<file path="config.mk">
export PLATFORM = sky130hd
export DESIGN_NAME = rcu_front
export DESIGN_NICKNAME = d
export VERILOG_FILES = /design/src/rtl/core/rcu_pkg.sv /design/src/rtl/core/rcu_front.sv
export SDC_FILE = /design/constraint.sdc
export NUM_CORES = 1
export LEC_CHECK = 0
export BUFFER_PORTS_ARGS = -buffer_cell sky130_fd_sc_hd__buf_2
export CAP_MARGIN = 0
export CELL_PAD_IN_SITES_DETAIL_PLACEMENT = 0
export CELL_PAD_IN_SITES_GLOBAL_PLACEMENT = 1
export CORE_UTILIZATION = 45
export CTS_BUF_LIST = sky130_fd_sc_hd__clkbuf_2 sky130_fd_sc_hd__clkbuf_4 sky130_fd_sc_hd__clkbuf_8
export CTS_CLUSTER_SIZE = 25
export DETAILED_ROUTE_END_ITERATION = 8
export HOLD_SLACK_MARGIN = 0.03
export PLACE_DENSITY_LB_ADDON = 0.1
export SLEW_MARGIN = 5
export SYNTH_ARGS = -nofsm -noshare
export SYNTH_HDL_FRONTEND = slang
export SYNTH_SLANG_ARGS = --single-unit
</file>
<file path="constraint.sdc">
create_clock -name i_clk -period 2.9 [get_ports i_clk]
set_input_delay 0.58 -clock i_clk [delete_from_list [all_inputs] [get_ports i_clk]]
set_output_delay 0.58 -clock i_clk [all_outputs]
set_load 0.03 [all_outputs]
</file>
<file path="src/rtl/core/rcu_pkg.sv">
// Package of the rate control capacity update block: types, codes and constants.
package rcu_pkg;

    localparam int QUEUES = 3;

    localparam logic       KIND_ARRIVAL = 1'b0;
    localparam logic       KIND_TICK    = 1'b1;
    localparam logic [1:0] CLS_OTHER = 2'd0;
    localparam logic [1:0] CLS_DATA  = 2'd1;
    localparam logic [1:0] CLS_ACK   = 2'd2;
    localparam logic [1:0] CLS_CTRL  = 2'd3;

    localparam logic [1:0] ST_NONE   = 2'd0;
    localparam logic [1:0] ST_LOW    = 2'd1;
    localparam logic [1:0] ST_HIGH   = 2'd2;
    localparam logic [1:0] ST_WITHIN = 2'd3;

    localparam logic [2:0] REG_THR   = 3'd0;
    localparam logic [2:0] REG_ALPHA = 3'd1;
    localparam logic [2:0] REG_BETA  = 3'd2;
    localparam logic [2:0] REG_TQ    = 3'd3;
    localparam logic [2:0] REG_CL    = 3'd4;
    localparam logic [2:0] REG_MIN   = 3'd5;
    localparam logic [2:0] REG_MAX   = 3'd6;

    localparam logic [23:0] RST_THR   = 24'd22500;
    localparam logic [8:0]  RST_ALPHA = 9'd128;
    localparam logic [8:0]  RST_BETA  = 9'd128;
    localparam logic [23:0] RST_TQ    = 24'd12000;
    localparam logic [19:0] RST_CL    = 20'd10000;
    localparam logic [19:0] RST_MIN   = 20'd10000;
    localparam logic [19:0] RST_MAX   = 20'd10000;

    localparam int DIV_DW = 52;
    localparam int DIV_SW = 32;

    typedef struct packed {
        logic        kind;
        logic [2:0]  queue_index;
        logic [15:0] packet_bytes;
        logic [1:0]  packet_class;
        logic [23:0] rtt_ns;
        logic [23:0] queue_bytes;
    } t_in_item;

    typedef struct packed {
        logic [19:0] capacity_mbps;
        logic [1:0]  clip_status;
        logic [23:0] avg_rtt_out;
        logic        bad_queue;
    } t_out_item;

    typedef struct packed {
        logic        is_tick;
        logic        bad;
        logic        upd_rtt;
        logic        count;
        logic [15:0] bytes;
        logic [23:0] rtt;
        logic [23:0] qbytes;
    } t_cmd;

    typedef struct packed {
        logic [23:0] thr;
        logic [8:0]  alpha;
        logic [8:0]  beta;
        logic [23:0] tq;
        logic [19:0] cl;
        logic [19:0] cmin;
        logic [19:0] cmax;
    } t_cfg;

endpackage

</file>
<file path="src/rtl/core/rcu_front.sv">
// Front part: accepts input items, classifies them and queues commands.
module rcu_front (
    input  logic              i_clk,
    input  logic              i_rst_n,
    input  logic              i_in_valid,
    output logic              o_in_ready,
    input  rcu_pkg::t_in_item i_in_item,
    output logic              o_cmd_valid,
    input  logic              i_cmd_ready,
    output rcu_pkg::t_cmd     o_cmd
);

    rcu_pkg::t_cmd r_mem [2];
    logic          r_wp;
    logic          r_rp;
    logic [1:0]    r_count;
    rcu_pkg::t_cmd w_cmd;
    logic          w_push;
    logic          w_pop;

    always_comb begin
        w_cmd.is_tick = (i_in_item.kind == rcu_pkg::KIND_TICK);
        w_cmd.bad     = !w_cmd.is_tick &&
                        ({1'b0, i_in_item.queue_index} >= 4'(rcu_pkg::QUEUES));
        w_cmd.upd_rtt = (i_in_item.packet_class == rcu_pkg::CLS_DATA) &&
                        (i_in_item.rtt_ns != 24'd0);
        w_cmd.count   = (i_in_item.packet_class != rcu_pkg::CLS_OTHER);
        w_cmd.bytes   = i_in_item.packet_bytes;
        w_cmd.rtt     = i_in_item.rtt_ns;
        w_cmd.qbytes  = i_in_item.queue_bytes;
    end

    assign o_in_ready  = (r_count != 2'd2);
    assign o_cmd_valid = (r_count != 2'd0);
    assign o_cmd       = r_mem[r_rp];
    assign w_push      = i_in_valid && o_in_ready;
    assign w_pop       = o_cmd_valid && i_cmd_ready;

    always_ff @(posedge i_clk) begin
        if (w_push) begin
            r_mem[r_wp] <= w_cmd;
        end
    end

    always_ff @(posedge i_clk) begin
        if (!i_rst_n) begin
            r_wp    <= 1'b0;
            r_rp    <= 1'b0;
            r_count <= 2'd0;
        end else begin
            if (w_push) begin
                r_wp <= !r_wp;
            end
            if (w_pop) begin
                r_rp <= !r_rp;
            end
            if (w_push && !w_pop) begin
                r_count <= r_count + 2'd1;
            end else if (!w_push && w_pop) begin
                r_count <= r_count - 2'd1;
            end
        end
    end

`ifndef SYNTHESIS
    a_count_max: assert property (@(posedge i_clk) disable iff (!i_rst_n)
        r_count != 2'd3)
        else $error("front queue count out of range");
    a_push_grows: assert property (@(posedge i_clk) disable iff (!i_rst_n)
        w_push && !w_pop |=> r_count == $past(r_count) + 2'd1)
        else $error("front queue push lost");
`endif

endmodule

</file>
== Yosys cells after proc, flatten, opt, wreduce, memory -nomap -nowiden ==
Memories as Yosys holds them, arrays and structs flattened. A register that Yosys moved wholly into a read port is not among the register bits.
Cells that the tools add are included.
Widths: inputs -> output; s select.
Word-level totals
  bits in registers: 4
  latch bits: 0
  RAM bits: 136
  bits in read-only memories: 0
  bits of input ports: 74
  output and inout port bits: 70
  logic and storage cells: 30
  memories kept: 1
Operators by class
  add/subtract/negate cells: 2
  multiply operators: 0
  divide/modulo/power cells: 0
  order comparisons: 1
  equality and inequality tests: 2
  shift-type cells: 0
  mux-type cells: 6
  bitwise gates (word level): 0
  reductions and logical operators: 15
Memories
  r_mem: words 2, bits a word 68, read ports 1, clocked after Yosys merged registers in 1, wr ports 1, RTL line rcu_front.sv:13  | rcu_pkg::t_cmd r_mem [2];
Operators by type and width (number)
  $reduce_bool 24->1: 1
  $logic_and 1x1->1: 6
  $reduce_bool 2->1: 3
  $logic_not 1->1: 5
  $mux 1: 4
  $mux 2: 2
  $ge 3x2->1 const B: 1
  $add 2x1->2 const B: 1
  $eq 2x1->1 const B: 1
  $ne 2x2->1 const B: 1
  $sub 2x1->2 const B: 1

== Logic depth before layout (Yosys ltp) ==
Gate-level depths: netlist of the first run.
  word-level depth: 6
  gate-level depth with buffers: 6

== Least setup slack after synthesis of the first run ==
No wires, ideal clock.
  kind: reg2reg
  from: reg r_count[0]
  to: mem r_mem[1][0] (netlist bit), enable pin
  library setup time: 434 ps
  arrival time: 2457 ps
  required time: 2466 ps
  setup slack: 9 ps
  cell stages (with the launch flop): 3
  path buffers: 0
  cell sequence: dfxtp_1 -> nand2b_1 -> and3_1
On the way
  longest elaborated chain between the ends: 4
RTL lines
  start: declaration: RTL line rcu_front.sv:16  | logic [1:0] r_count;
  start signal: assignment: RTL line rcu_front.sv:58  | r_count <= r_count + 2'd1;
  start signal: assignment: RTL line rcu_front.sv:60  | r_count <= r_count - 2'd1;
  $ne 2x2->1: RTL line rcu_front.sv:33  | assign o_in_ready = (r_count != 2'd2);
  net o_in_ready: RTL line rcu_front.sv:6  | output logic o_in_ready,
  $logic_and 1x1->1: RTL line rcu_front.sv:36  | assign w_push = i_in_valid && o_in_ready;
  $mux 1: RTL line rcu_front.sv:40  | if (w_push) begin
  $mux 1 (implied by the code): RTL line rcu_front.sv:41  | r_mem[r_wp] <= w_cmd;
  end: declaration: RTL line rcu_front.sv:13
The timed path passes the listed nets, and every way through them passes these cells.

==> run summary, run 1 <==
Vias -> 2755
Final Max Tran Viols -> 0
WHS -> 331 ps
GR peak layer -> met2
total number of yosys warnings -> 0
clock root cell -> clkbuf_8
M3 GR Usage -> 7.52%
drt wl/cell -> 16.4 um
RSZ-0062 raised after global routing -> false
Routability Congestion -> 0.695
setup repair bufs after CTS -> 0
vias in the first global route -> 2928
I/O Buffers -> 143
commonest non-fill, non-tap cell in the layout -> buf_2
initial core utilization -> 46.3%
post-synth top area share -> 77.2%
First DRT Iteration DRCs -> 114
CP startpoint kind -> flip-flop
placed cell area -> 6200 sq um
final core occ -> 58.3%
Final ANT Viol Nets -> 0
pin count of the biggest net entering global routing -> 53
die area -> 12200 sq um
total gr overflow -> 0
final hold violation count -> 0
clk sink count -> 141
layout cells sized above 1 -> 59.3%
Slew headroom -> 73.3%
Worst-path clk slew -> 80 ps
GR Util All Layers -> 16.0%
Tcrit/Tclk final -> 82.2%
total CTS buffers -> 17
CTS Hold Bufs -> 0
CP Class -> reg -> out
post-route cell area -> 6660 sq um
Hold Crit Class -> in -> reg
Synth area leader -> edfxtp_1
Worst EP required -> 2320 ps
flops & latches, synth -> 141
Post-Syn Area -> 5290 sq um
clk buf depth -> 2
# DRC -> 0
met2 Track Usage GR -> 25.7%
status -> complete, no violations
post-cts resize count -> 0
first-pass GRT wire length -> 14600 um
Crit Path Max Fanout -> 23
Worst EP arrival -> 1800 ps
Critical Path Max Stage Delay -> 470 ps
P&R area growth vs syn -> 25.9%
Clock Skew -> 9.68 ps
Syn Inst Count -> 249
Setup Viol. Count Final -> 0
H-tree lvl count -> 4
crit path time final -> 2380 ps
Worst setup EP type -> primary output
pwr dens -> 945 nW/um^2
worst slew pin tran -> 400 ps
GR Layer Usage met1 -> 18.8%
most frequent cells in the layout -> 143 x buf_2, 136 x edfxtp_1, 48 x mux2_2
Die H -> 110 um
setup TNS -> 0 ps
initial antenna violation count -> 0
Avg Vias per Cell -> 4.89
dominant cells by area after synthesis -> edfxtp_1 77%, mux2_2 10%, mux2_4 5.7%, dfxtp_1 1.9%, buf_6 0.85%
later-pin clock latency in the skew report -> 430 ps
post-DP HPWL -> 6110 um
TritonCTS clock tree -> done
synthesized netlist net count -> 324
Die W -> 110 um
n_diodes -> 0
Fill cells -> 931
total core area -> 11400 sq um
Post-Syn Area per Cell -> 21.2 sq um
Worst VDD drop -> 0.508 mV
crit path max-delay cell type -> dfxtp_4
count of unique library cells instantiated by Yosys -> 22
Max Cap Viol -> 0
Lkg Pwr -> 2.53 nW
register area share after synthesis -> 79.1%
CP Cell Sequence -> buf_4, mux2_2, buf_2
Total Wirelength -> 9230 um
DR pass1 iterations -> 4
Fmax -> 420 MHz
Final nets -> 482
Ports -> 144
row count -> 39
[logic make-up (layout without fill, tap and decap cells)]
kind of cell | count (synthesis) | after routing | share of synthesized area [%]
flops | 141 | 141 | 79.1
mux | 68 | 68 | 15.9
simple gates | 18 | 18 | 2.01
buf+inv | 11 | 182 | 1.44
compound gates | 7 | 7 | 0.828
xor+xnor | 3 | 3 | 0.497
fa+ha+maj | 1 | 1 | 0.236
[flip-flops by register name, indices dropped and copies added (netlist names), named ones only]
name,flops
r_wp,1
r_count,2
r_rp,1
r_mem,136
[layer usage]
layer / wire length [um] / share of wire, % / vias up
li1: - / - / 1307
met1: 3820 / 41 / 1330
met2: 4580 / 50 / 107
met3: 709 / 7.7 / 11
met4: 119 / 1.3 / 0
met5: 0 / 0 / -
[cell usage after synthesis]
library cell	n
a21bo_2	1
a21oi_1	3
a311oi_1	1
and2_1	1
and3_1	1
and4_1	1
buf_2	4
buf_6	4
dfxtp_1	5
edfxtp_1	136
ha_1	1
inv_1	3
mux2_2	48
mux2_4	20
nand2b_1	1
nand3b_1	1
nor2_1	4
nor4_1	6
o21ai_0	2
or2_2	2
or3_1	1
xor2_1	3
[metrics by stage]
step / cells / power, mW / setup slack (ps)
final: 563 / 6.30 / 517
after global routing: 563 / 6.55 / 404
after CTS: 563 / 6.37 / 470
after detailed placement: 531 / 4.56 / 959
after global placement: 531 / 4.54 / 989
after floorplan: 249 / 4.08 / 9.44
[area by class of cell]
| cell class | instances | area [sq um] | area share (%) |
|---|---|---|---|
| clock inverters | 14 | 223 | 3.34 |
| clock buffers | 18 | 241 | 3.63 |
| multi-input cells | 97 | 1030 | 15.5 |
| inverters | 3 | 11.3 | 0.169 |
| flip-flops and latches | 141 | 4190 | 62.9 |
| well taps | 143 | 179 | 2.69 |
| repair buffers | 147 | 783 | 11.8 |
[report_power, final]
part           internal (mW)  switching, mW
logic                  0.695           1.15
clock network           1.11          0.697
registers               2.55         0.0966
[final timing paths]
check | slack (ps) | depth (start not counted) | to | start
setup reg to reg | 1120 | 4 | r_mem[0][44]$_DFFE_PP_ | r_count[0]$_SDFFE_PN0P_
hold reg to reg | 520 | 2 | r_rp$_SDFFE_PN0P_ | r_rp$_SDFFE_PN0P_
hold / removal | 330 | 1 | r_mem[0][4]$_DFFE_PP_ | i_in_item[4]
setup / recovery | 520 | 3 | o_cmd[5] | flip-flop
[critical path, delay by kind of cell, from the launching register on]
kind | cells | cell delay, ps
muxes | 1 | 380
DFF | 1 | 470
buffers and inverters | 2 | 510
(Power assumes the default switching activity.)
==> run 2, diff against run 1 <==
- CORE_UTILIZATION: 45 -> 41
- clock period: 2.9 -> 2.15 ns (I/O delays scaled with it)
==> run summary, run 2 (synthesis gave the netlist of run 1 again) <==
status -> complete, no violations
fin cells -> 594 (+5.5%)
DP Cell Count -> 562 (+5.8%)
placed cell area -> 6280 sq um (+1.4%)
First DRT Iteration DRCs -> 134 (+18%)
later-pin clock latency in the skew report -> 440 ps (about the same)
Fmax -> 488 MHz
Setup Viol. Count Final -> 0 (unchanged)
setup TNS -> 0 ps (unchanged)
CP Cell Sequence -> buf_12, mux2_2, buf_2
vias in the first global route -> 2798 (-4.4%)
P&R area growth vs syn -> 25.7%
largest registers -> r_mem x136, r_count x2
DR pass1 iterations -> 4 (unchanged)
reg-to-reg slack, setup -> 540 ps (-580 ps)
Reg2Reg Depth -> 4 (unchanged)
met2 Track Usage GR -> 23.0% (-2.7 points)
Critical Path Max Stage Delay -> 370 ps (-100 ps)
final setup margin -> 102 ps (-416 ps)
Ports -> 144 (unchanged)
Worst-path clk slew -> 70 ps (about the same)
Worst setup EP type -> primary output
crit path max-delay cell type -> dfxtp_4
Placement Setup Slack -> 512 ps (-447 ps)
Crit Path Max Fanout -> 35 (+52%)
crit path time final -> 2050 ps
Hold EP -> r_mem[1][49]$_DFFE_PP_
Largest Register -> r_mem
CP Class -> reg -> out
first-pass GRT wire length -> 14100 um (-3.7%)
setup repair bufs after CTS -> 0 (unchanged)
Hold Crit Class -> in -> reg
layout cells sized above 1 -> 59.2% (about the same)
Total Wirelength -> 9360 um (+1.4%)
Worst EP required -> 1720 ps (-600 ps)
post-DP HPWL -> 6280 um (+2.7%)
worst flop-to-flop path endpoint -> r_mem[0][43]$_DFFE_PP_
Final nets -> 484 (+0.41%)
Tcrit/Tclk final -> 95.3%
# DRC -> 0 (unchanged)
max reg flops -> 136 (unchanged)
post-route cell area -> 6650 sq um (-0.19%)
Worst VDD drop -> 0.565 mV (+11%)
Hold Path Stages -> 1 (unchanged)
Slew headroom -> 71.8% (-1.5 points)
Routability Congestion -> 0.710 (+2.1%)
Final Max Tran Viols -> 0 (unchanged)
Die H -> 116 um (+4.7%)
final core occ -> 52.7% (-5.7 points)
GR Util All Layers -> 14.9% (-1.1 points)
Vias -> 2757 (+0.073%)
final total power -> 8.06 mW (+28%)
Hold Startpoint -> i_in_item[51]
I/O Buffers -> 143 (unchanged)
TritonCTS clock tree -> done
GR peak layer -> met2
clock root cell -> clkbuf_8
RSZ-0062 raised after global routing -> false
commonest non-fill, non-tap cell in the layout -> buf_2
clk sink count -> 141 (unchanged)
total gr overflow -> 0 (unchanged)
CTS Hold Bufs -> 0 (unchanged)
drt wl/cell -> 15.8 um (-3.9%)
Max Cap Viol -> 0 (unchanged)
H-tree lvl count -> 4 (unchanged)
Lkg Pwr -> 2.51 nW (-0.85%)
total core area -> 12600 sq um (+11%)
pwr dens -> 1210 nW/um^2 (+28%)
most frequent cells in the layout -> 143 x buf_2, 136 x edfxtp_1, 48 x mux2_2
post-cts resize count -> 0 (unchanged)
n_diodes -> 0 (unchanged)
initial antenna violation count -> 0 (unchanged)
WHS -> 177 ps (-154 ps)
Clock Skew -> 6.89 ps (-2.79 ps)
initial core utilization -> 41.9% (-4.4 points)
M3 GR Usage -> 7.37% (-0.14 points)
reg-to-reg critical path startpoint -> r_count[0]$_SDFFE_PN0P_
clk buf depth -> 2 (unchanged)
total CTS buffers -> 17 (unchanged)
die area -> 13400 sq um (+9.6%)
worst slew pin tran -> 422 ps (+22.5 ps)
pin count of the biggest net entering global routing -> 38 (-28%)
Die W -> 116 um (+4.7%)
Final ANT Viol Nets -> 0 (unchanged)
Worst EP arrival -> 1620 ps (-180 ps)
row count -> 41 (+5.1%)
GR Layer Usage met1 -> 17.0% (-1.9 points)
final hold violation count -> 0 (unchanged)
Avg Vias per Cell -> 4.64 (-5.2%)
CP startpoint kind -> flip-flop
run 2: per-layer routing:
| layer | vias up | wire length (um) | part of all wire (%) |
|---|---|---|---|
| li1 | 1310 | - | - |
| met1 | 1328 | 3910 | 42 |
| met2 | 101 | 4420 | 47 |
| met3 | 18 | 833 | 8.9 |
| met4 | 0 | 194 | 2.1 |
| met5 | - | 0 | 0 |
run 2: layout make-up:
type,count,area (sq um)
clock buffers,21,264
clock inverters,11,100
fillers,1102,5970
inverters,3,15.0
multi-input cells,97,1040
flip-flops and latches,141,4190
well taps,172,215
repair buffers,149,823
run 2: how the worst max path moves through the flow:
| stage | start | to | cells after the start | slack, ps |
|---|---|---|---|---|
| 5_1_grt | flip-flop | o_cmd[27] | 3 | 30 |
| 4_1_cts | flip-flop | o_cmd[27] | 3 | 60 |
| 3_3_place_gp | i_in_item[43] | r_mem[0][65]$_DFFE_PP_ | 4 | 560 |
| 2_1_floorplan | r_count[0]$_SDFFE_PN0P_ | r_mem[0][0]$_DFFE_PP_ | 3 | 70 |
| 6_report | flip-flop | o_cmd[27] | 3 | 100 |
| 3_5_place_dp | r_count[0]$_SDFFE_PN0P_ | r_mem[0][48]$_DFFE_PP_ | 4 | 510 |
run 2: critical path, delay by kind of cell (launching register included):
kind	cells	cell delay (ps)
mux	1	370
flops	1	370
buf+inv	2	420
run 2: power breakdown:
group / switching [mW] / internal [mW]
Combinational: 1.61 / 0.979
Sequential: 0.101 / 3.43
Clock: 0.889 / 1.05
